## src/sv/lrac_pkg.sv

```systemverilog
// shared types, constants and helpers for the lattice reaction attempt core
`timescale 1ns / 1ps
`default_nettype none

package lrac_pkg;

   localparam int GRID_WIDTH     = 256;
   localparam int GRID_HEIGHT    = 256;
   localparam int REACTION_SLOTS = 8;
   localparam int SPECIES_BITS   = 2;

   localparam int SLOT_COUNT = 8;
   localparam int SLOT_BITS  = 20;
   localparam int SLOT_IDX_BITS = 3;
   localparam int X_BITS     = $clog2(GRID_WIDTH);
   localparam int Y_BITS     = $clog2(GRID_HEIGHT);
   localparam int ADDR_BITS  = X_BITS + Y_BITS;
   localparam int RATE_BITS  = 16;
   localparam int CSR_ADDR_BITS = 5;
   localparam int CSR_DATA_BITS = 32;

   localparam logic [RATE_BITS-1:0] RATE_ONE = 16'h0100;
   localparam logic [1:0] SPECIES_MASK = 2'((1 << SPECIES_BITS) - 1);

   localparam logic [SLOT_BITS-1:0] SLOT_RESET [SLOT_COUNT] = '{
      20'h10400, 20'h40003, 20'h60A00, 20'h80100,
      20'hB2700, 20'hC0100, 20'h00000, 20'h00000
   };

   // item kinds
   localparam logic [1:0] KIND_LOAD    = 2'd0;
   localparam logic [1:0] KIND_ATTEMPT = 2'd1;
   localparam logic [1:0] KIND_READ    = 2'd2;

   // neighbour directions
   localparam logic [1:0] DIR_UP    = 2'd0;
   localparam logic [1:0] DIR_RIGHT = 2'd1;
   localparam logic [1:0] DIR_DOWN  = 2'd2;

   typedef struct packed {
      logic [1:0]  kind;
      logic [7:0]  cell_x;
      logic [7:0]  cell_y;
      logic [1:0]  neighbour_dir;
      logic [2:0]  reaction_index;
      logic [15:0] chance;
      logic [1:0]  load_value;
   } req_type;

   typedef struct packed {
      logic [1:0] cell_state;
      logic       changed;
      logic       reaction_done;
   } rsp_type;

   typedef struct packed {
      logic                 we;
      logic [ADDR_BITS-1:0] addr;
      logic [1:0]           wdata;
   } ram_req_type;

   typedef struct packed {
      logic                 accept;
      logic                 last;
      logic [RATE_BITS-1:0] next_rate;
   } rate_res_type;

   function automatic logic [ADDR_BITS-1:0] cell_addr(input logic [X_BITS-1:0] x,
                                                      input logic [Y_BITS-1:0] y);
      cell_addr = {y, x};
   endfunction

endpackage

`default_nettype wire

```

## src/sv/lrac_csr.sv

```systemverilog
// reaction slot registers behind the apb-style port
`timescale 1ns / 1ps
`default_nettype none

module lrac_csr
   import lrac_pkg::*;
(
   input  wire logic                     clock,
   input  wire logic                     reset,
   input  wire logic                     psel,
   input  wire logic                     penable,
   input  wire logic                     pwrite,
   input  wire logic [CSR_ADDR_BITS-1:0] paddr,
   input  wire logic [CSR_DATA_BITS-1:0] pwdata,
   output logic      [CSR_DATA_BITS-1:0] prdata,
   output logic                          pready,
   input  wire logic [SLOT_IDX_BITS-1:0] slot_idx,
   output logic      [SLOT_BITS-1:0]     slot_rd
);

   logic [SLOT_BITS-1:0]     slot_ff [SLOT_COUNT];
   logic [CSR_DATA_BITS-1:0] prdata_ff;
   logic [SLOT_BITS-1:0]     slot_rd_ff;
   logic                     wr_en;
   logic [SLOT_IDX_BITS-1:0] wr_idx;

   assign wr_en  = psel & penable & pwrite;
   assign wr_idx = paddr[CSR_ADDR_BITS-1:2];

   always_ff @(posedge clock) begin
      if (reset) begin
         for (int i = 0; i < SLOT_COUNT; i++) begin
            slot_ff[i] <= SLOT_RESET[i];
         end
      end else if (wr_en) begin
         slot_ff[wr_idx] <= pwdata[SLOT_BITS-1:0];
      end
   end

   // both read ports registered; address is stable from the setup cycle
   always_ff @(posedge clock) begin
      prdata_ff <= CSR_DATA_BITS'(slot_ff[wr_idx]);
      if ({1'b0, slot_idx} < (SLOT_IDX_BITS + 1)'(REACTION_SLOTS)) begin
         slot_rd_ff <= slot_ff[slot_idx];
      end else begin
         slot_rd_ff <= '0;
      end
   end

   assign prdata  = prdata_ff;
   assign pready  = 1'b1;
   assign slot_rd = slot_rd_ff;

endmodule

`default_nettype wire

```

## config.mk

```make
export PLATFORM = sky130hd
export DESIGN_NAME = lrac_csr
export DESIGN_NICKNAME = d
export VERILOG_FILES = /design/src/sv/lrac_pkg.sv /design/src/sv/lrac_csr.sv
export SDC_FILE = /design/constraint.sdc
export NUM_CORES = 1
export LEC_CHECK = 0
export BUFFER_PORTS_ARGS = -buffer_cell sky130_fd_sc_hd__buf_2
export CAP_MARGIN = 20
export CORE_ASPECT_RATIO = 0.6
export CORE_MARGIN = 2
export CORE_UTILIZATION = 58
export DETAILED_ROUTE_END_ITERATION = 8
export PLACE_DENSITY = 0.81
export SETUP_SLACK_MARGIN = 0.05
export SLEW_MARGIN = 40
export SYNTH_ARGS = -nofsm -noshare
export SYNTH_HDL_FRONTEND = slang
export SYNTH_SLANG_ARGS = --single-unit
```

## constraint.sdc

```tcl
create_clock -name clock -period 2.66 [get_ports clock]
set_clock_uncertainty 0.15 [all_clocks]
set_input_delay 0.532 -clock clock [delete_from_list [all_inputs] [get_ports clock]]
set_output_delay 0.532 -clock clock [all_outputs]
set_load 0.01 [all_outputs]
```

# ---- Word-level counts from Yosys, hierarchy flattened
# Memories as Yosys holds them, arrays and structs flattened. A register that Yosys moved wholly into a read port is not among the register bits.
# Index checks and enable logic that the tools add are counted.
dict set report classes {
  n_mux 8
  bitwise 2
  reduce_logical 1
}
# op count
set ops {}
lappend ops {{$mux 20} 1}
lappend ops {{$reduce_or 20->1} 1}
lappend ops {{$mux 1} 6}
lappend ops {{$mux 3} 1}
lappend ops {{$and 1x1->1} 2}
dict set report totals {
  regBits 0
  ram_bits 160
  inputBits 45
  out_inout_bits 53
  wordCells 12
  memories 1
}
# memory words word_bits rd rd_clocked_by_memory_dff write_ports line_no
set mem_list {}
lappend mem_list {slot_ff 8 20 2 2 8 lrac_csr.sv:21} ;# logic [SLOT_BITS-1:0] slot_ff [SLOT_COUNT];

# ---- Longest topological paths before layout
# Gate-level depths: netlist of the first run.
dict set report depth {
  word_depth 7
  mapped_depth 6
}

# ---- Worst setup path before layout of the first run
# OpenSTA, ideal clock, no wires.
dict set report synth_path {
  path_kind {input -> register}
  startpoint {input paddr[2]}
  endpoint {memory slot_ff[1][0], enable pin}
  setup_ns 0.346
  arrival_ns 1.702
  setup_slack_ns 0.462
  path_stages 5
  cell_sequence {buf_4 inv_1 nor4_1 clkbuf_2 or2_2}
}
# item line_no
set synth_lines {}
lappend synth_lines {{start, declared} lrac_csr.sv:13} ;# input wire logic [CSR_ADDR_BITS-1:0] paddr,
lappend synth_lines {{end, declared} lrac_csr.sv:21}

==> impl_metrics.json, run 1 <==
{
  "run_status": "finished clean",
  "cts_resized": 0,
  "die_width_um": 169,
  "tritoncts": "built",
  "irDropWorstVdd_mv": 0.348,
  "post_layout_nonfiller_instances": 892,
  "worstSetupStartpointType": "input pin",
  "regToRegSetupSlack_ns": 1.08,
  "core_area_um2": 16100,
  "synth.ff_latch_count": 200,
  "cts-hold-fix-buffers": 0,
  "initialDrtViolationCount": 594,
  "wirelength_um": 22100,
  "postCtsSetupBuffers": 0,
  "clk_root_buffer_cell": "clkbuf_16",
  "cell_count_of_the_worst_reg_to_reg_path": 3,
  "yosys-top-cells-area": "edfxtp_1 51%, mux4_1 11%, and2_1 9.1%",
  "antenna-diode-count": 0,
  "hold_class": "in2reg",
  "rsz_0062_raised_after_global_routing": "no",
  "synth_flop_cell": "edfxtp_1",
  "grt_overflow": 0,
  "clock_latency_ns": 0.44,
  "yosys.cell_count.top_type": "edfxtp_1",
  "num_rows": 36,
  "arrival_ns": 1.95,
  "synth.cell_area_um2": 9510,
  "route.antenna.remaining_nets": 0,
  "place_area_um2": 10100,
  "hold_path_depth": 2,
  "synthDistinctLibCells": 29,
  "syn-instance-count": 600,
  "ys_seq_area_share_pct": 58.9,
  "totalNegativeSetupSlack_ns": 0,
  "globalplace.congestion": 0.835,
  "critical_path_max_stage_delay_ns": 0.39,
  "timing.max_slew.rel_slack_pct": 48.9,
  "port_buffers": 70,
  "drcViolationCount": 0,
  "synthToLayoutAreaGrowth_pct": 12.4,
  "cp_cell_sequence": "buf_2 > inv_1 > nor4_2 > or2_2 > buf_12",
  "path_max_fanout": 14,
  "layout-drive-gt1-share_pct": 29.7,
  "numClockSinks": 200,
  "power_leakage_nw": 4.04,
  "timing.final.setup_violations": 0,
  "timing.setup.critical_path_class": "in2reg",
  "final-max-slew-violation-count": 0,
  "final.period_utilization_pct": 73.7,
  "antenna_found_initial": 0,
  "cp_slowest_cell": "nor4_2",
  "final-hold-violation-count": 0,
  "hpwlAfterDp_um": 13300,
  "clk_pin_slew_worst_paths_ns": 0.08,
  "dp.cells": 860,
  "synthesis.yosys.warnings": 0,
  "power.density_cell_area_nw_per_um2": 640,
  "worst_r2r_endpoint": "prdata[18]$_DFF_P_",
  "grt_first_pass_wirelength_um": 33500,
  "die_height_um": 103,
  "cts_max_level": 4,
  "yosys.area.top_type_share_pct": 50.5,
  "hold_slack_ns": 0.276,
  "hold_end": "slot_ff[2][11]$_SDFFCE_PN1P_",
  "numCtsBuffers": 17,
  "synth_enable_flop_cells": 160,
  "final.min_clock_period_ns": 1.96,
  "maxClockFrequency_mhz": 510,
  "endpoint_kind": "register",
  "multi_input_comb_area_um2": 3640,
  "via_per_inst": 6.23,
  "fill_cells": 1126,
  "max-cap-violations": 0,
  "post_synth_most_frequent_cells": "160 x edfxtp_1, 139 x and2_1, 55 x nand2_1",
  "floorplan.initialDensity_pct": 59.0,
  "r2r_start": "slot_ff[7][18]$_SDFFCE_PN0P_",
  "route.vias.total": 5558,
  "post_synth.cell_area_avg_um2": 15.9,
  "grt.total_usage_pct": 27.0,
  "num-nets-final": 715,
  "critPathRequiredTime_ns": 2.65,
  "tightest_pin_transition_ns": 0.767,
  "detail_route.first_pass.iterations": 5,
  "layout.cell_area.non_filler_um2": 10700,
  "wl_per_cell_um": 24.8,
  "fp.dieArea_um2": 17500,
  "post-synth-top-area-cell": "edfxtp_1",
  "synth-async-reset-ratio_pct": 0,
  "grt_start_max_net_pins": 35,
  "seq_area_um2": 5610,
  "min_from": "pwdata[11]",
  "first_global_vias": 5604,
  "maximum_buffer_depth_of_the_clock_tree": 2,
  "pin_count": 98
}
stage by stage:
step | util, % | setup slack, ns | power, mW
6_report | 66.3 | 0.698 | 6.84
3_3_place_gp | 62.8 | 0.378 | 4.42
5_1_grt | 66.3 | 0.647 | 7.04
2_1_floorplan | - | 0.462 | 4.18
3_5_place_dp | 62.8 | 0.312 | 4.46
4_1_cts | 66.3 | 0.763 | 6.85
cell type report:
type | count | share of cell area, %
Clock inverter | 14 | 1.09
Clock buffer | 18 | 4.11
Inverter | 2 | 0.0702
Sequential cell | 200 | 52.4
Timing Repair Buffer | 95 | 5.74
Multi-Input combinational cell | 354 | 34.1
Tap cell | 209 | 2.45
metal layers:
| metal | part of all wire (%) | routed length (um) | global-route usage [%] | up-vias |
|---|---|---|---|---|
| li1 | - | - | - | 2376 |
| met3 | 9.4 | 2070 | 5.78 | 48 |
| met1 | 40 | 8970 | 36.7 | 2799 |
| met2 | 48 | 10700 | 45.0 | 335 |
| met5 | 0 | 0 | 0 | - |
| met4 | 2.0 | 440 | 8.74 | 0 |
placed cells by master, fill, tap and decap left out, types with 13 or more instances in the layout:
cell type and instances:
nand2b_1 20, buf_4 19, conb_1 13, buf_2 70
edfxtp_1 160, mux2_2 21, mux4_2 38, nand2_1 55
and2_1 139, dfxtp_1 40, clkbuf_16 17, mux4_1 40
logic make-up after synthesis:
| group | Yosys count | synth area share, % |
|---|---|---|
| AND/OR/NAND/NOR | 238 | 14.6 |
| buffers and inverters | 57 | 3.53 |
| flip-flops | 200 | 58.9 |
| AO/OA/AOI/OAI | 2 | 0.145 |
| multiplexers | 101 | 22.7 |
| other | 2 | 0.0790 |
how the worst max path moves through the flow:
| stage | from | to | slack [ns] | depth (start not counted) |
|---|---|---|---|---|
| floorplan | paddr[2] | slot_ff[1][0]$_SDFFCE_PN1P_ | 0.46 | 5 |
| finish | paddr[2] | slot_ff[3][12]$_SDFFCE_PN0P_ | 0.70 | 5 |
| global placement | reset | slot_ff[4][6]$_SDFFCE_PN0P_ | 0.38 | 4 |
| CTS | paddr[2] | slot_ff[3][9]$_SDFFCE_PN0P_ | 0.76 | 5 |
| detailed placement | reset | slot_ff[4][6]$_SDFFCE_PN0P_ | 0.31 | 4 |
| global route | paddr[2] | slot_ff[3][9]$_SDFFCE_PN0P_ | 0.65 | 5 |
sequential cells by signal, indices dropped and copies added, names as in the netlist:
signal,flops
slot_rd,20
slot_ff,160
prdata,20
worst max-delay path, delay by kind of cell:
kind | cells | cell delay (ns)
buf+inv | 3 | 0.64
simple gates | 2 | 0.76
power breakdown:
| part | switching (mW) | leakage [nW] | internal, mW |
|---|---|---|---|
| Combinational | 0.363 | 1.90 | 0.349 |
| Clock | 1.20 | 0.268 | 1.25 |
| Sequential | 0.0950 | 1.87 | 3.59 |
| Total | 1.66 | 4.04 | 5.18 |
Power figures use the tool's default switching activity.
==> run 2: changes to the inputs <==
Settings changed: CORE_UTILIZATION 58 to 53, PLACE_DENSITY 0.81 to 0.78.
Clock period 2.66 ns to 1.8 ns, I/O delays scaled along.
==> run 2 against run 1 <==
  * Combinational power grew 68%
  * Clock power grew 51%
  * Final area grew 5.6%
  * Worst setup slack lost 0.46 ns
  * Non-clock buffer count grew 37
  * First-iteration DRC count grew 15%
  * Via count grew 3.0%
  * Critical path depth is the same
  * Hold slack lost 0.15 ns
  * Largest power group unchanged
  * Global-route usage shrank 1.3 points
  * Largest cell class unchanged
  * Wire length grew 5.3%
  * Utilization shrank 1.3 points
==> impl_metrics.json, run 2 (synthesis results as in run 1) <==
{
  "timing.setup.critical_path_class": "in2reg",
  "grt_start_max_net_pins": 41,
  "regToRegSetupSlack_ns": 0.28,
  "grt_overflow": 0,
  "clock_latency_ns": 0.42,
  "arrival_ns": 1.55,
  "pin_count": 98,
  "final-max-slew-violation-count": 0,
  "wirelength_um": 23300,
  "max-cap-violations": 0,
  "power.density_cell_area_nw_per_um2": 916,
  "clk_pin_slew_worst_paths_ns": 0.07,
  "cp_slowest_cell": "nor4_2",
  "global_route.usage.met1_pct": 37.1,
  "layout_commonest_cell": "edfxtp_1",
  "post_layout_utilization_of_the_core_pct": 65.0,
  "hold_class": "in2reg",
  "cts-hold-fix-buffers": 0,
  "route.vias.total": 5724,
  "via_per_inst": 5.99,
  "hpwlAfterDp_um": 15500,
  "detail_route.first_pass.iterations": 5,
  "max_ffs_per_register": 160,
  "first_global_vias": 5825,
  "power_leakage_nw": 4.32,
  "dp.cells": 922,
  "worstSetupStartpointType": "input pin",
  "die_width_um": 177,
  "num-nets-final": 752,
  "final.min_clock_period_ns": 1.57,
  "tritoncts": "built",
  "rsz_0062_raised_after_global_routing": "no",
  "detailedPlace.worstSlack_ns": -0.182,
  "floorplan.initialDensity_pct": 54.8,
  "die_height_um": 108,
  "grt.met2_usage_pct": 39.5,
  "path_max_fanout": 8,
  "grt.total_usage_pct": 25.8,
  "endpoint_kind": "register",
  "layout.cell_area.non_filler_um2": 11300,
  "core_area_um2": 17400,
  "layout-drive-gt1-share_pct": 33.5,
  "maximum_buffer_depth_of_the_clock_tree": 2,
  "globalRoute.busiestLayer": "met2",
  "clk_root_buffer_cell": "clkbuf_16",
  "synthToLayoutAreaGrowth_pct": 18.7,
  "timing.max_slew.rel_slack_pct": 66.6,
  "fp.dieArea_um2": 19100,
  "num_rows": 37,
  "hold_slack_ns": 0.126,
  "run_status": "finished clean",
  "wl_per_cell_um": 24.4,
  "drcViolationCount": 0,
  "layout.cells.most_common_list": "160 x edfxtp_1, 139 x and2_1, 70 x buf_2, 55 x nand2_1",
  "tightest_pin_transition_ns": 0.497,
  "numClockSinks": 200,
  "irDropWorstVdd_mv": 0.725,
  "final-hold-violation-count": 0,
  "critical_path_max_stage_delay_ns": 0.40,
  "numCtsBuffers": 17,
  "cts_resized": 0,
  "cts_max_level": 4,
  "top_register": "slot_ff",
  "critPathBufInv": 2,
  "setup_ws_ns": 0.234,
  "initialDrtViolationCount": 682,
  "antenna_found_initial": 2,
  "final.period_utilization_pct": 87.0,
  "postCtsSetupBuffers": 0,
  "critical-path-top-delay-family": "simple AND/OR/NAND/NOR gates",
  "grt_first_pass_wirelength_um": 35000,
  "cp_cell_sequence": "buf_2 > nand4b_4 > nor4_2 > or2_4 > buf_12",
  "post_layout_nonfiller_instances": 955,
  "place_area_um2": 10700,
  "timing.final.setup_violations": 0,
  "gr-usage-met3_pct": 7.27,
  "critPathRequiredTime_ns": 1.78,
  "maxClockFrequency_mhz": 638,
  "port_buffers": 70,
  "globalplace.congestion": 0.821,
  "route.antenna.remaining_nets": 0
}
run 2: cell types whose count changed in the layout (fill, tap and decap cells not counted), sizes merged:
cell,previous run,this run
diode,0,2
inv,7,6
clkinv,6,3
clkbuf,18,19
buf,95,132
bufinv,0,1
clkinvlp,3,4
run 2: final cells by class:
class | instances | area [um^2]
well taps | 234 | 293
repair buffers | 132 | 1150
multi-input cells | 354 | 3670
fillers | 1206 | 6070
flip-flops and latches | 200 | 5610
inverters | 2 | 7.51
diodes | 2 | 5.00
clock buffers | 19 | 433
clock inverters | 12 | 120
run 2: routing by layer:
metal / part of all wire [%] / up-vias / wire, um
li1: - / 2458 / -
met1: 42 / 2889 / 9860
met2: 46 / 343 / 10800
met3: 10 / 34 / 2380
met4: 1.3 / 0 / 295
met5: 0 / - / 0
run 2: path summary, 6_finish.rpt:
check	start	endpoint	depth (start not counted)
setup / recovery	reset	slot_ff[2][7]$_SDFFCE_PN0P_	5
hold / removal	pwdata[17]	slot_ff[4][17]$_SDFFCE_PN1P_	2
setup reg to reg	slot_ff[3][18]$_SDFFCE_PN0P_	slot_rd[18]$_DFF_P_	2
hold reg to reg	slot_ff[7][5]$_SDFFCE_PN0P_	prdata[5]$_DFF_P_	3
run 2: power breakdown:
part           total, mW  switching (mW)  internal, mW
logic               1.20           0.570         0.628
registers           5.44           0.145          5.30
clock network       3.70            1.77          1.93
total               10.3            2.48          7.85
run 2: metrics by stage:
step | setup TNS, ns | power [mW]
final | 0 | 10.3
after detailed placement | -25.39 | 6.73
after global routing | 0 | 10.6
after CTS | 0 | 10.3
after global placement | -14.83 | 6.68
after floorplan | -2.52 | 6.18
