===== config.mk =====
export PLATFORM = sky130hd
export DESIGN_NAME = lrac_rate_unit
export DESIGN_NICKNAME = d
export VERILOG_FILES = /design/src/sv/lrac_pkg.sv /design/src/sv/lrac_rate_unit.sv
export SDC_FILE = /design/constraint.sdc
export NUM_CORES = 1
export LEC_CHECK = 0
export BUFFER_PORTS_ARGS = -buffer_cell sky130_fd_sc_hd__buf_2
export CORE_AREA = 10 10 47 49
export DETAILED_ROUTE_END_ITERATION = 16
export DIE_AREA = 0 0 57 59
export GPL_ROUTABILITY_DRIVEN = 0
export MAX_ROUTING_LAYER = met4
export PLACE_DENSITY = 0.79
export SYNTH_ARGS = -nofsm -noshare
export SYNTH_HDL_FRONTEND = slang
export SYNTH_SLANG_ARGS = --single-unit

===== constraint.sdc =====
create_clock -name vclk -period 1.9
set_input_delay 0.285 -clock vclk [all_inputs]
set_output_delay 0.285 -clock vclk [all_outputs]
set_load 0.005 [all_outputs]

===== src/sv/lrac_pkg.sv =====
// shared types, constants and helpers for the lattice reaction attempt core
`timescale 1ns / 1ps
`default_nettype none

package lrac_pkg;

   localparam int GRID_WIDTH     = 256;
   localparam int GRID_HEIGHT    = 256;
   localparam int REACTION_SLOTS = 8;
   localparam int SPECIES_BITS   = 2;

   localparam int SLOT_COUNT = 8;
   localparam int SLOT_BITS  = 20;
   localparam int SLOT_IDX_BITS = 3;
   localparam int X_BITS     = $clog2(GRID_WIDTH);
   localparam int Y_BITS     = $clog2(GRID_HEIGHT);
   localparam int ADDR_BITS  = X_BITS + Y_BITS;
   localparam int RATE_BITS  = 16;
   localparam int CSR_ADDR_BITS = 5;
   localparam int CSR_DATA_BITS = 32;

   localparam logic [RATE_BITS-1:0] RATE_ONE = 16'h0100;
   localparam logic [1:0] SPECIES_MASK = 2'((1 << SPECIES_BITS) - 1);

   localparam logic [SLOT_BITS-1:0] SLOT_RESET [SLOT_COUNT] = '{
      20'h10400, 20'h40003, 20'h60A00, 20'h80100,
      20'hB2700, 20'hC0100, 20'h00000, 20'h00000
   };

   // item kinds
   localparam logic [1:0] KIND_LOAD    = 2'd0;
   localparam logic [1:0] KIND_ATTEMPT = 2'd1;
   localparam logic [1:0] KIND_READ    = 2'd2;

   // neighbour directions
   localparam logic [1:0] DIR_UP    = 2'd0;
   localparam logic [1:0] DIR_RIGHT = 2'd1;
   localparam logic [1:0] DIR_DOWN  = 2'd2;

   typedef struct packed {
      logic [1:0]  kind;
      logic [7:0]  cell_x;
      logic [7:0]  cell_y;
      logic [1:0]  neighbour_dir;
      logic [2:0]  reaction_index;
      logic [15:0] chance;
      logic [1:0]  load_value;
   } req_type;

   typedef struct packed {
      logic [1:0] cell_state;
      logic       changed;
      logic       reaction_done;
   } rsp_type;

   typedef struct packed {
      logic                 we;
      logic [ADDR_BITS-1:0] addr;
      logic [1:0]           wdata;
   } ram_req_type;

   typedef struct packed {
      logic                 accept;
      logic                 last;
      logic [RATE_BITS-1:0] next_rate;
   } rate_res_type;

   function automatic logic [ADDR_BITS-1:0] cell_addr(input logic [X_BITS-1:0] x,
                                                      input logic [Y_BITS-1:0] y);
      cell_addr = {y, x};
   endfunction

endpackage

`default_nettype wire


===== src/sv/lrac_rate_unit.sv =====
// remaining-rate compare and decrement unit
`timescale 1ns / 1ps
`default_nettype none

module lrac_rate_unit
   import lrac_pkg::*;
(
   input  wire logic [RATE_BITS-1:0] rate,
   input  wire logic [15:0]          chance,
   output rate_res_type              res
);

   logic below_one;

   assign below_one = rate < RATE_ONE;

   always_comb begin
      // fractional rate scaled to the 16-bit draw
      res.accept    = !below_one || (chance <= {rate[7:0], 8'h00});
      res.last      = rate <= RATE_ONE;
      res.next_rate = res.last ? '0 : rate - RATE_ONE;
   end

endmodule

`default_nettype wire


# Word-level counts from Yosys, hierarchy flattened
# Index checks and enable logic that the tools add are counted.
# W data, S select, Z words.
op_classes:
  add_sub_neg: 1
  n_div: 0
  eq_ne: 0
  n_reduce_logical: 2
  multipliers: 0
  bitwise_logic: 0
  shifts: 0
  n_mux: 1
  order_cmp: 3
op_table:
  columns: ["op", "n"]
  rows:
  - ["$le A16 B16 Y1", 1]
  - ["$le A16 B9 Y1 const B", 1]
  - ["$lt A16 B9 Y1 const B", 1]
  - ["$mux W16", 1]
  - ["$sub A16 B9 Y16 const B", 1]
  - ["$logic_not A1 Y1", 1]
  - ["$logic_or A1 B1 Y1", 1]
word_totals:
  mem_bits_ro: 0
  in_bits: 32
  n_memories: 0
  latch_bits: 0
  elab_cells: 7
  mem_bits_rw: 0
  regBits: 0
  out_inout_bits: 18

# Logic depth before layout (Yosys ltp)
# Gate-level depths: netlist (run 1).
depth:
  ltp_word: 3
  ltp_mapped: 8
  depth_no_buf: 6

# Worst setup path before layout (run 1)
# No wires, ideal clock.
synth_timing:
  kind: "input-to-output"
  start: "input port rate[9]"
  end: "output port res[1] (netlist name)"
  arrival_ns: 1.331
  required_ns: 1.615
  stages: 8
  n_path_buf: 2
  path_slack_ns: 0.284
  path_cell_list: "inv_1 -> ha_1 -> nor3b_2 -> a41oi_1 -> nor2b_1 -> buf_2 -> buf_4 -> nor2_1"
synth_rtl:
  columns: ["element", "line_no", "text"]
  rows:
  - ["start: declaration", "lrac_rate_unit.sv:8", "input wire logic [RATE_BITS-1:0] rate,"]
  - ["end: declaration", "lrac_rate_unit.sv:10", "output rate_res_type res"]

==> impl_metrics.env, run 1 <==
export IMPL_outcome="complete, no violations"
export IMPL_coreArea_um2=1400
export IMPL_ys_seq_area_frac=0
export IMPL_synthMuxAreaShare=0
export IMPL_p_total_w=0.000136
export IMPL_syn_nets=114
export IMPL_path_class="in2out"
export IMPL_die_area_um2=3360
export IMPL_hold_violations=0
export IMPL_syn_area_um2=473
export IMPL_utilization=0.538
export IMPL_antennaDiodeCount=0
export IMPL_synth_top_family_by_area="simple AND/OR/NAND/NOR gates"
export IMPL_wl_mm=1.74
export IMPL_pwr_share_clk=0
export IMPL_yosys_area_share_simple=0.413
export IMPL_power_density_nw_per_um2=181
export IMPL_yosysTopAreaCell="ha_1"
export IMPL_numPortBuffers=50
export IMPL_path_max_fanout=11
export IMPL_ctsHoldBuffers=0
export IMPL_dp_hpwl_mm=1.66
export IMPL_row_count=14
export IMPL_switchingPower_w=0.0000663
export IMPL_fp_dieW_um=57
export IMPL_fmax_mhz=566
export IMPL_rsz0062_at_grt="false"
export IMPL_combPwrFrac=1.000
export IMPL_nFlopsAndLatches=0
export IMPL_finalCriticalPeriod_ns=1.77
export IMPL_worstMarginPinSlew_ns=0.354
export IMPL_antenna_found_initial=0
export IMPL_synth_cells=72
export IMPL_drtIter0Drc=6
export IMPL_internal_power_w=0.0000698
export IMPL_cp_cell_sequence="buf_2, inv_1, ha_1, nor3b_2, a41oi_1, nor2b_1, buf_4, nor2b_1, buf_2"
export IMPL_syn2layout_area_growth_pct=59.3
export IMPL_cts_resized=0
export IMPL_synthTopCellsByCount="nor2_1, ha_1, inv_1"
export IMPL_vias=687
export IMPL_nNetsFinal=167
export IMPL_crit_slowest_cell="ha_1"
export IMPL_firstDrtPassIters=4
export IMPL_via_per_inst=4.94
export IMPL_path_delay_family="buffers and inverters"
export IMPL_ys_warn_count=0
export IMPL_grt_use_total=0.0924
export IMPL_max_cap_viol_count=0
export IMPL_maxSlewViolCount=0
export IMPL_grt_overflow_total=0
export IMPL_ys_types=21
export IMPL_hold_class="in2out"
export IMPL_whs_ns=0.863
export IMPL_clkbuf_count=0
export IMPL_startpoint_type="input port"
export IMPL_synthAdderAreaFrac=0.265
export IMPL_start_util=0.338
export IMPL_path_buf_inv=4
export IMPL_drive_gt1_frac=0.463
export IMPL_slowest_delay_ns=0.21
export IMPL_wl_per_cell_um=12.5
export IMPL_p_leak_nw=0.418
export IMPL_synth_xor_area_share=0.0741
export IMPL_io_pins=50
export IMPL_cp_arrival_ns=1.48
export IMPL_route_detailed_drc=0
export IMPL_cp_end_kind="primary output"
export IMPL_fin_crit_sh=0.929
export IMPL_synth_top_area_frac=0.265
export IMPL_netlist_top_cells_area="ha_1, nor2_1, inv_1, xnor2_1, nor4_1"
export IMPL_synth_compound_area_frac=0.143
export IMPL_finalSetupViolCount=0
export IMPL_avgSynthCellArea_um2=6.57
export IMPL_first_global_vias=691
export IMPL_grt_pass1_wl_mm=2.69
export IMPL_regArea_um2=0
export IMPL_slew_headroom=0.762
export IMPL_power_frac_seq=0
export IMPL_yosysMostFrequentCell="nor2_1"
export IMPL_post_cts_buffers=0
export IMPL_switching_share=0.487
export IMPL_cp_required_ns=1.62
export IMPL_die_h_um=59
export IMPL_grt_max_degree=12
export IMPL_tns_ns=0
export IMPL_vdd_drop_max_mv=0.0865
export IMPL_drtAntennaViolNets=0
power by group through the flow:
stage          Sequential, W  Combinational [W]  Clock (W)
2_1_floorplan              0          0.0000609          0
5_1_grt                    0           0.000155          0
3_5_place_dp               0           0.000138          0
4_1_cts                    0           0.000139          0
3_3_place_gp               0           0.000135          0
6_report                   0           0.000136          0
kinds of logic (layout without fill, tap and decap cells):
| family | Yosys count | after routing |
|---|---|---|
| adders and majority gates | 10 | 10 |
| buffers and inverters | 12 | 63 |
| xor gates and xnor gates | 4 | 4 |
| AOI/OAI and AO/OA | 11 | 11 |
| and+or+nand+nor | 35 | 35 |
layout make-up:
type	count	area, µm²
fill	140	648
inverter	10	37.5
multi-input combinational	60	423
tap	16	20.0
timing repair buffer	53	273
path summary, 6_finish.rpt:
| path | from | endpoint | slack (ns) | cells past startpoint |
|---|---|---|---|---|
| setup / recovery | rate[8] | res[0] | 0.13 | 9 |
| hold / removal | rate[8] | res[8] | 0.86 | 3 |
cells in the final DEF (no fill, tap or decap), types with 2 or more instances in the layout:
| cell type | instances |
|---|---|
| buf_2 | 50 |
| nand4_1 | 2 |
| a21oi_1 | 5 |
| inv_1 | 10 |
| ha_1 | 10 |
| nand2_1 | 3 |
| nor4_1 | 5 |
| o21ai_0 | 2 |
| xnor2_1 | 4 |
| nor2b_1 | 3 |
| nand3_1 | 2 |
| nor2_1 | 16 |
| buf_4 | 3 |
per-layer routing:
metal  part of all wire  track usage  vias to the layer above
met5                  0            -                        -
met1               0.44        0.105                      297
met2               0.48        0.163                       33
met4             0.0057       0.0134                        0
li1                   -            -                      355
met3              0.074       0.0236                        2
metrics by stage:
step | std cells | area, µm² | worst slack (ns)
after floorplan | 72 | 473 | 0.284
after global placement | 139 | 753 | 0.168
after detailed placement | 139 | 753 | 0.131
after CTS | 139 | 753 | 0.132
after global routing | 139 | 753 | 0.0338
final | 139 | 753 | 0.134
Note: power is estimated with default switching activity, not from simulation.
==> run 2, diff against run 1 <==
==> constraint.sdc (replaced) <==
create_clock -name vclk -period 1.9
set_input_delay 0.095 -clock vclk [all_inputs]
set_output_delay 0.095 -clock vclk [all_outputs]
set_load 0.005 [all_outputs]
==> impl_metrics.env, run 2 (synthesis gave the netlist of run 1 again) <==
export IMPL_firstDrtPassIters=4
export IMPL_slew_headroom=0.776
export IMPL_finalSetupViolCount=0
export IMPL_final_cell_mix="buf_2, nor2_1, inv_1, ha_1"
export IMPL_post_cts_buffers=0
export IMPL_p_leak_nw=0.418
export IMPL_worstMarginPinSlew_ns=0.332
export IMPL_regArea_um2=0
export IMPL_layout_commonest_cell="buf_2"
export IMPL_io_pins=50
export IMPL_grt_overflow_total=0
export IMPL_fin_crit_sh=0.725
export IMPL_rsz0062_at_grt="false"
export IMPL_path_max_fanout=11
export IMPL_nNetsFinal=167
export IMPL_row_count=14
export IMPL_dp_hpwl_mm=1.67
export IMPL_grt_use_total=0.0933
export IMPL_tns_ns=0
export IMPL_utilization=0.538
export IMPL_wl_met2_um=838
export IMPL_wl_per_cell_um=12.6
export IMPL_antennaDiodeCount=0
export IMPL_start_util=0.338
export IMPL_via_per_inst=4.87
export IMPL_cp_arrival_ns=1.28
export IMPL_wl_mm=1.75
export IMPL_finalCriticalPeriod_ns=1.38
export IMPL_coreArea_um2=1400
export IMPL_maxSlewViolCount=0
export IMPL_cp_required_ns=1.80
export IMPL_numPortBuffers=50
export IMPL_ctsHoldBuffers=0
export IMPL_nFlopsAndLatches=0
export IMPL_hold_class="in2out"
export IMPL_grt_pass1_wl_mm=2.73
export IMPL_slowest_delay_ns=0.21
export IMPL_route_detailed_drc=0
export IMPL_clkbuf_count=0
export IMPL_met1Wirelength_um=777
export IMPL_antenna_found_initial=0
export IMPL_crit_slowest_cell="ha_1"
export IMPL_startpoint_type="input port"
export IMPL_drive_gt1_frac=0.463
export IMPL_pre_cts_ws_ns=0.516
export IMPL_drtAntennaViolNets=0
export IMPL_die_h_um=59
export IMPL_syn2layout_area_growth_pct=59.3
export IMPL_cp_end_kind="primary output"
export IMPL_max_cap_viol_count=0
export IMPL_fin_ws_ns=0.523
export IMPL_power_density_nw_per_um2=181
export IMPL_first_global_vias=700
export IMPL_cp_cell_sequence="buf_2, inv_1, ha_1, nor3b_2, a41oi_1, nor2b_1, buf_4, nor2b_1, buf_2"
export IMPL_fmax_mhz=726
export IMPL_hold_violations=0
export IMPL_routed_top_layer="met4"
export IMPL_path_class="in2out"
export IMPL_fp_dieW_um=57
export IMPL_outcome="complete, no violations"
export IMPL_grt_max_degree=12
export IMPL_dr_wl_met3_um=127
export IMPL_drtIter0Drc=10
export IMPL_vdd_drop_max_mv=0.0874
export IMPL_cts_resized=0
export IMPL_die_area_um2=3360
export IMPL_vias=677
[run 2: cell counts in the layout (fill, tap and decap cells not counted)]
Identical to the previous run, type by type.
[run 2: path summary, 6_finish.rpt]
kind	slack (ns)	to	cells after the start	start
min	0.49	res[8]	3	rate[8]
max	0.52	res[0]	9	rate[8]
[run 2: final cells by class]
cell class / count / area (µm²)
multi-input cells: 60 / 423
inverters: 10 / 37.5
repair buffers: 53 / 273
fillers: 141 / 648
well taps: 16 / 20.0
[run 2: power breakdown]
group	leakage [nW]	internal (W)	switching (W)
clock network	0	0	0
logic	0.418	0.0000698	0.0000666
registers	0	0	0
total	0.418	0.0000698	0.0000666
[run 2: worst max-delay path: cells and delay by family]
family | cells | cell delay, ns
buffers and inverters | 4 | 0.47
AND/OR/NAND/NOR | 3 | 0.36
adder cells (fa/ha/maj) | 1 | 0.21
AO/OA/AOI/OAI | 1 | 0.15
[run 2: per-stage QoR]
stage	hold WS (ns)	total power (W)	cell area [µm²]	cells
5_1_grt	0.514	0.000155	753	139
3_3_place_gp	0.482	0.000135	753	139
6_report	0.485	0.000136	753	139
2_1_floorplan	0.221	0.0000609	473	72
4_1_cts	0.490	0.000139	753	139
3_5_place_dp	0.492	0.000139	753	139
[run 2: layer usage]
layer	GRT usage	up-vias
li1	-	354
met1	0.106	288
met2	0.167	33
met3	0.0236	2
met4	0.00671	0
met5	-	-
==> run 3, diff against run 2 <==
==> constraint.sdc (replaced) <==
create_clock -name vclk -period 1.4
set_input_delay 0.07 -clock vclk [all_inputs]
set_output_delay 0.07 -clock vclk [all_outputs]
set_load 0.005 [all_outputs]
==> impl_metrics.env, run 3 (synthesis gave the netlist of run 1 again) <==
export IMPL_outcome="complete, no violations"
export IMPL_antennaDiodeCount=0
export IMPL_die_h_um=59
export IMPL_die_area_um2=3360
export IMPL_tns_ns=0
export IMPL_maxSlewViolCount=0
export IMPL_cp_end_kind="primary output"
export IMPL_dp_cells=140
export IMPL_nFlopsAndLatches=0
export IMPL_fin_crit_sh=0.922
export IMPL_nNetsFinal=168
export IMPL_drive_gt1_frac=0.508
export IMPL_regArea_um2=0
export IMPL_fmax_mhz=775
export IMPL_syn2layout_area_growth_pct=66.1
export IMPL_max_cap_viol_count=0
export IMPL_path_class="in2out"
export IMPL_path_max_fanout=3
export IMPL_power_density_nw_per_um2=241
export IMPL_final_cells=140
export IMPL_dp_hpwl_mm=1.66
export IMPL_finalCriticalPeriod_ns=1.29
export IMPL_vias=678
export IMPL_pre_cts_ws_ns=0.0577
export IMPL_slew_headroom=0.769
export IMPL_grt_max_degree=7
export IMPL_route_detailed_drc=0
export IMPL_final_cell_mix="buf_2, nor2_1, inv_1"
export IMPL_wl_mm=1.76
export IMPL_clkbuf_count=0
export IMPL_start_util=0.338
export IMPL_first_global_vias=733
export IMPL_antenna_found_initial=0
export IMPL_ctsHoldBuffers=0
export IMPL_grt_overflow_total=0
export IMPL_cp_arrival_ns=1.22
export IMPL_fp_dieW_um=57
export IMPL_p_leak_nw=0.423
export IMPL_layout_commonest_cell="buf_2"
export IMPL_fin_ws_ns=0.110
export IMPL_grt_pass1_wl_mm=2.92
export IMPL_p_total_w=0.000190
export IMPL_wl_per_cell_um=12.6
export IMPL_io_pins=50
export IMPL_post_cts_buffers=0
export IMPL_hold_class="in2out"
export IMPL_hold_violations=0
export IMPL_drtIter0Drc=5
export IMPL_grt_use_total=0.0999
export IMPL_startpoint_type="input port"
export IMPL_drtAntennaViolNets=0
export IMPL_coreArea_um2=1400
export IMPL_via_per_inst=4.84
export IMPL_worstMarginPinSlew_ns=0.344
export IMPL_cp_required_ns=1.33
export IMPL_hold_depth=3
export IMPL_utilization=0.561
export IMPL_row_count=14
export IMPL_numPortBuffers=50
export IMPL_finalSetupViolCount=0
export IMPL_vdd_drop_max_mv=0.112
export IMPL_firstDrtPassIters=4
[run 3: stage by stage]
stage,hold WS [ns],instance area [µm²]
2_1_floorplan,0.171,473
3_3_place_gp,0.427,761
3_5_place_dp,0.436,761
4_1_cts,0.435,761
5_1_grt,0.449,786
6_report,0.430,786
[run 3: layout make-up]
type / instances / area [µm²]
Fill cell: 144 / 616
Inverter: 10 / 37.5
Multi-Input combinational cell: 60 / 448
Tap cell: 16 / 20.0
Timing Repair Buffer: 54 / 280
[run 3: power breakdown]
part           leakage, nW  internal (W)  switching [W]
Clock                    0             0              0
Combinational        0.423     0.0000961      0.0000934
Sequential               0             0              0
[run 3: worst paths after layout]
kind,startpoint,end,slack (ns)
hold / removal,rate[8],res[8],0.43
setup / recovery,rate[9],res[15],0.11
[run 3: layer usage]
metal  GRT usage  vias to the layer above  wire (µm)
li1            -                      356          -
met1       0.122                      291        783
met2       0.171                       31        845
met3      0.0258                        0        135
met4           0                        0          0
met5           -                        -          0
[run 3: worst max-delay path, cell delays in order]
cell     delay (ns)
buf_2          0.11
or4_4          0.56
nor4_4         0.16
xnor2_1        0.17
nor2_2         0.04
buf_2          0.12
[run 3: repair_timing]
item / 4_1_cts / 5_1_grt
endpoints found under the hold margin: 0 / 0
resized for setup: 0 / 5
setup endpoints to repair: 0 / 16
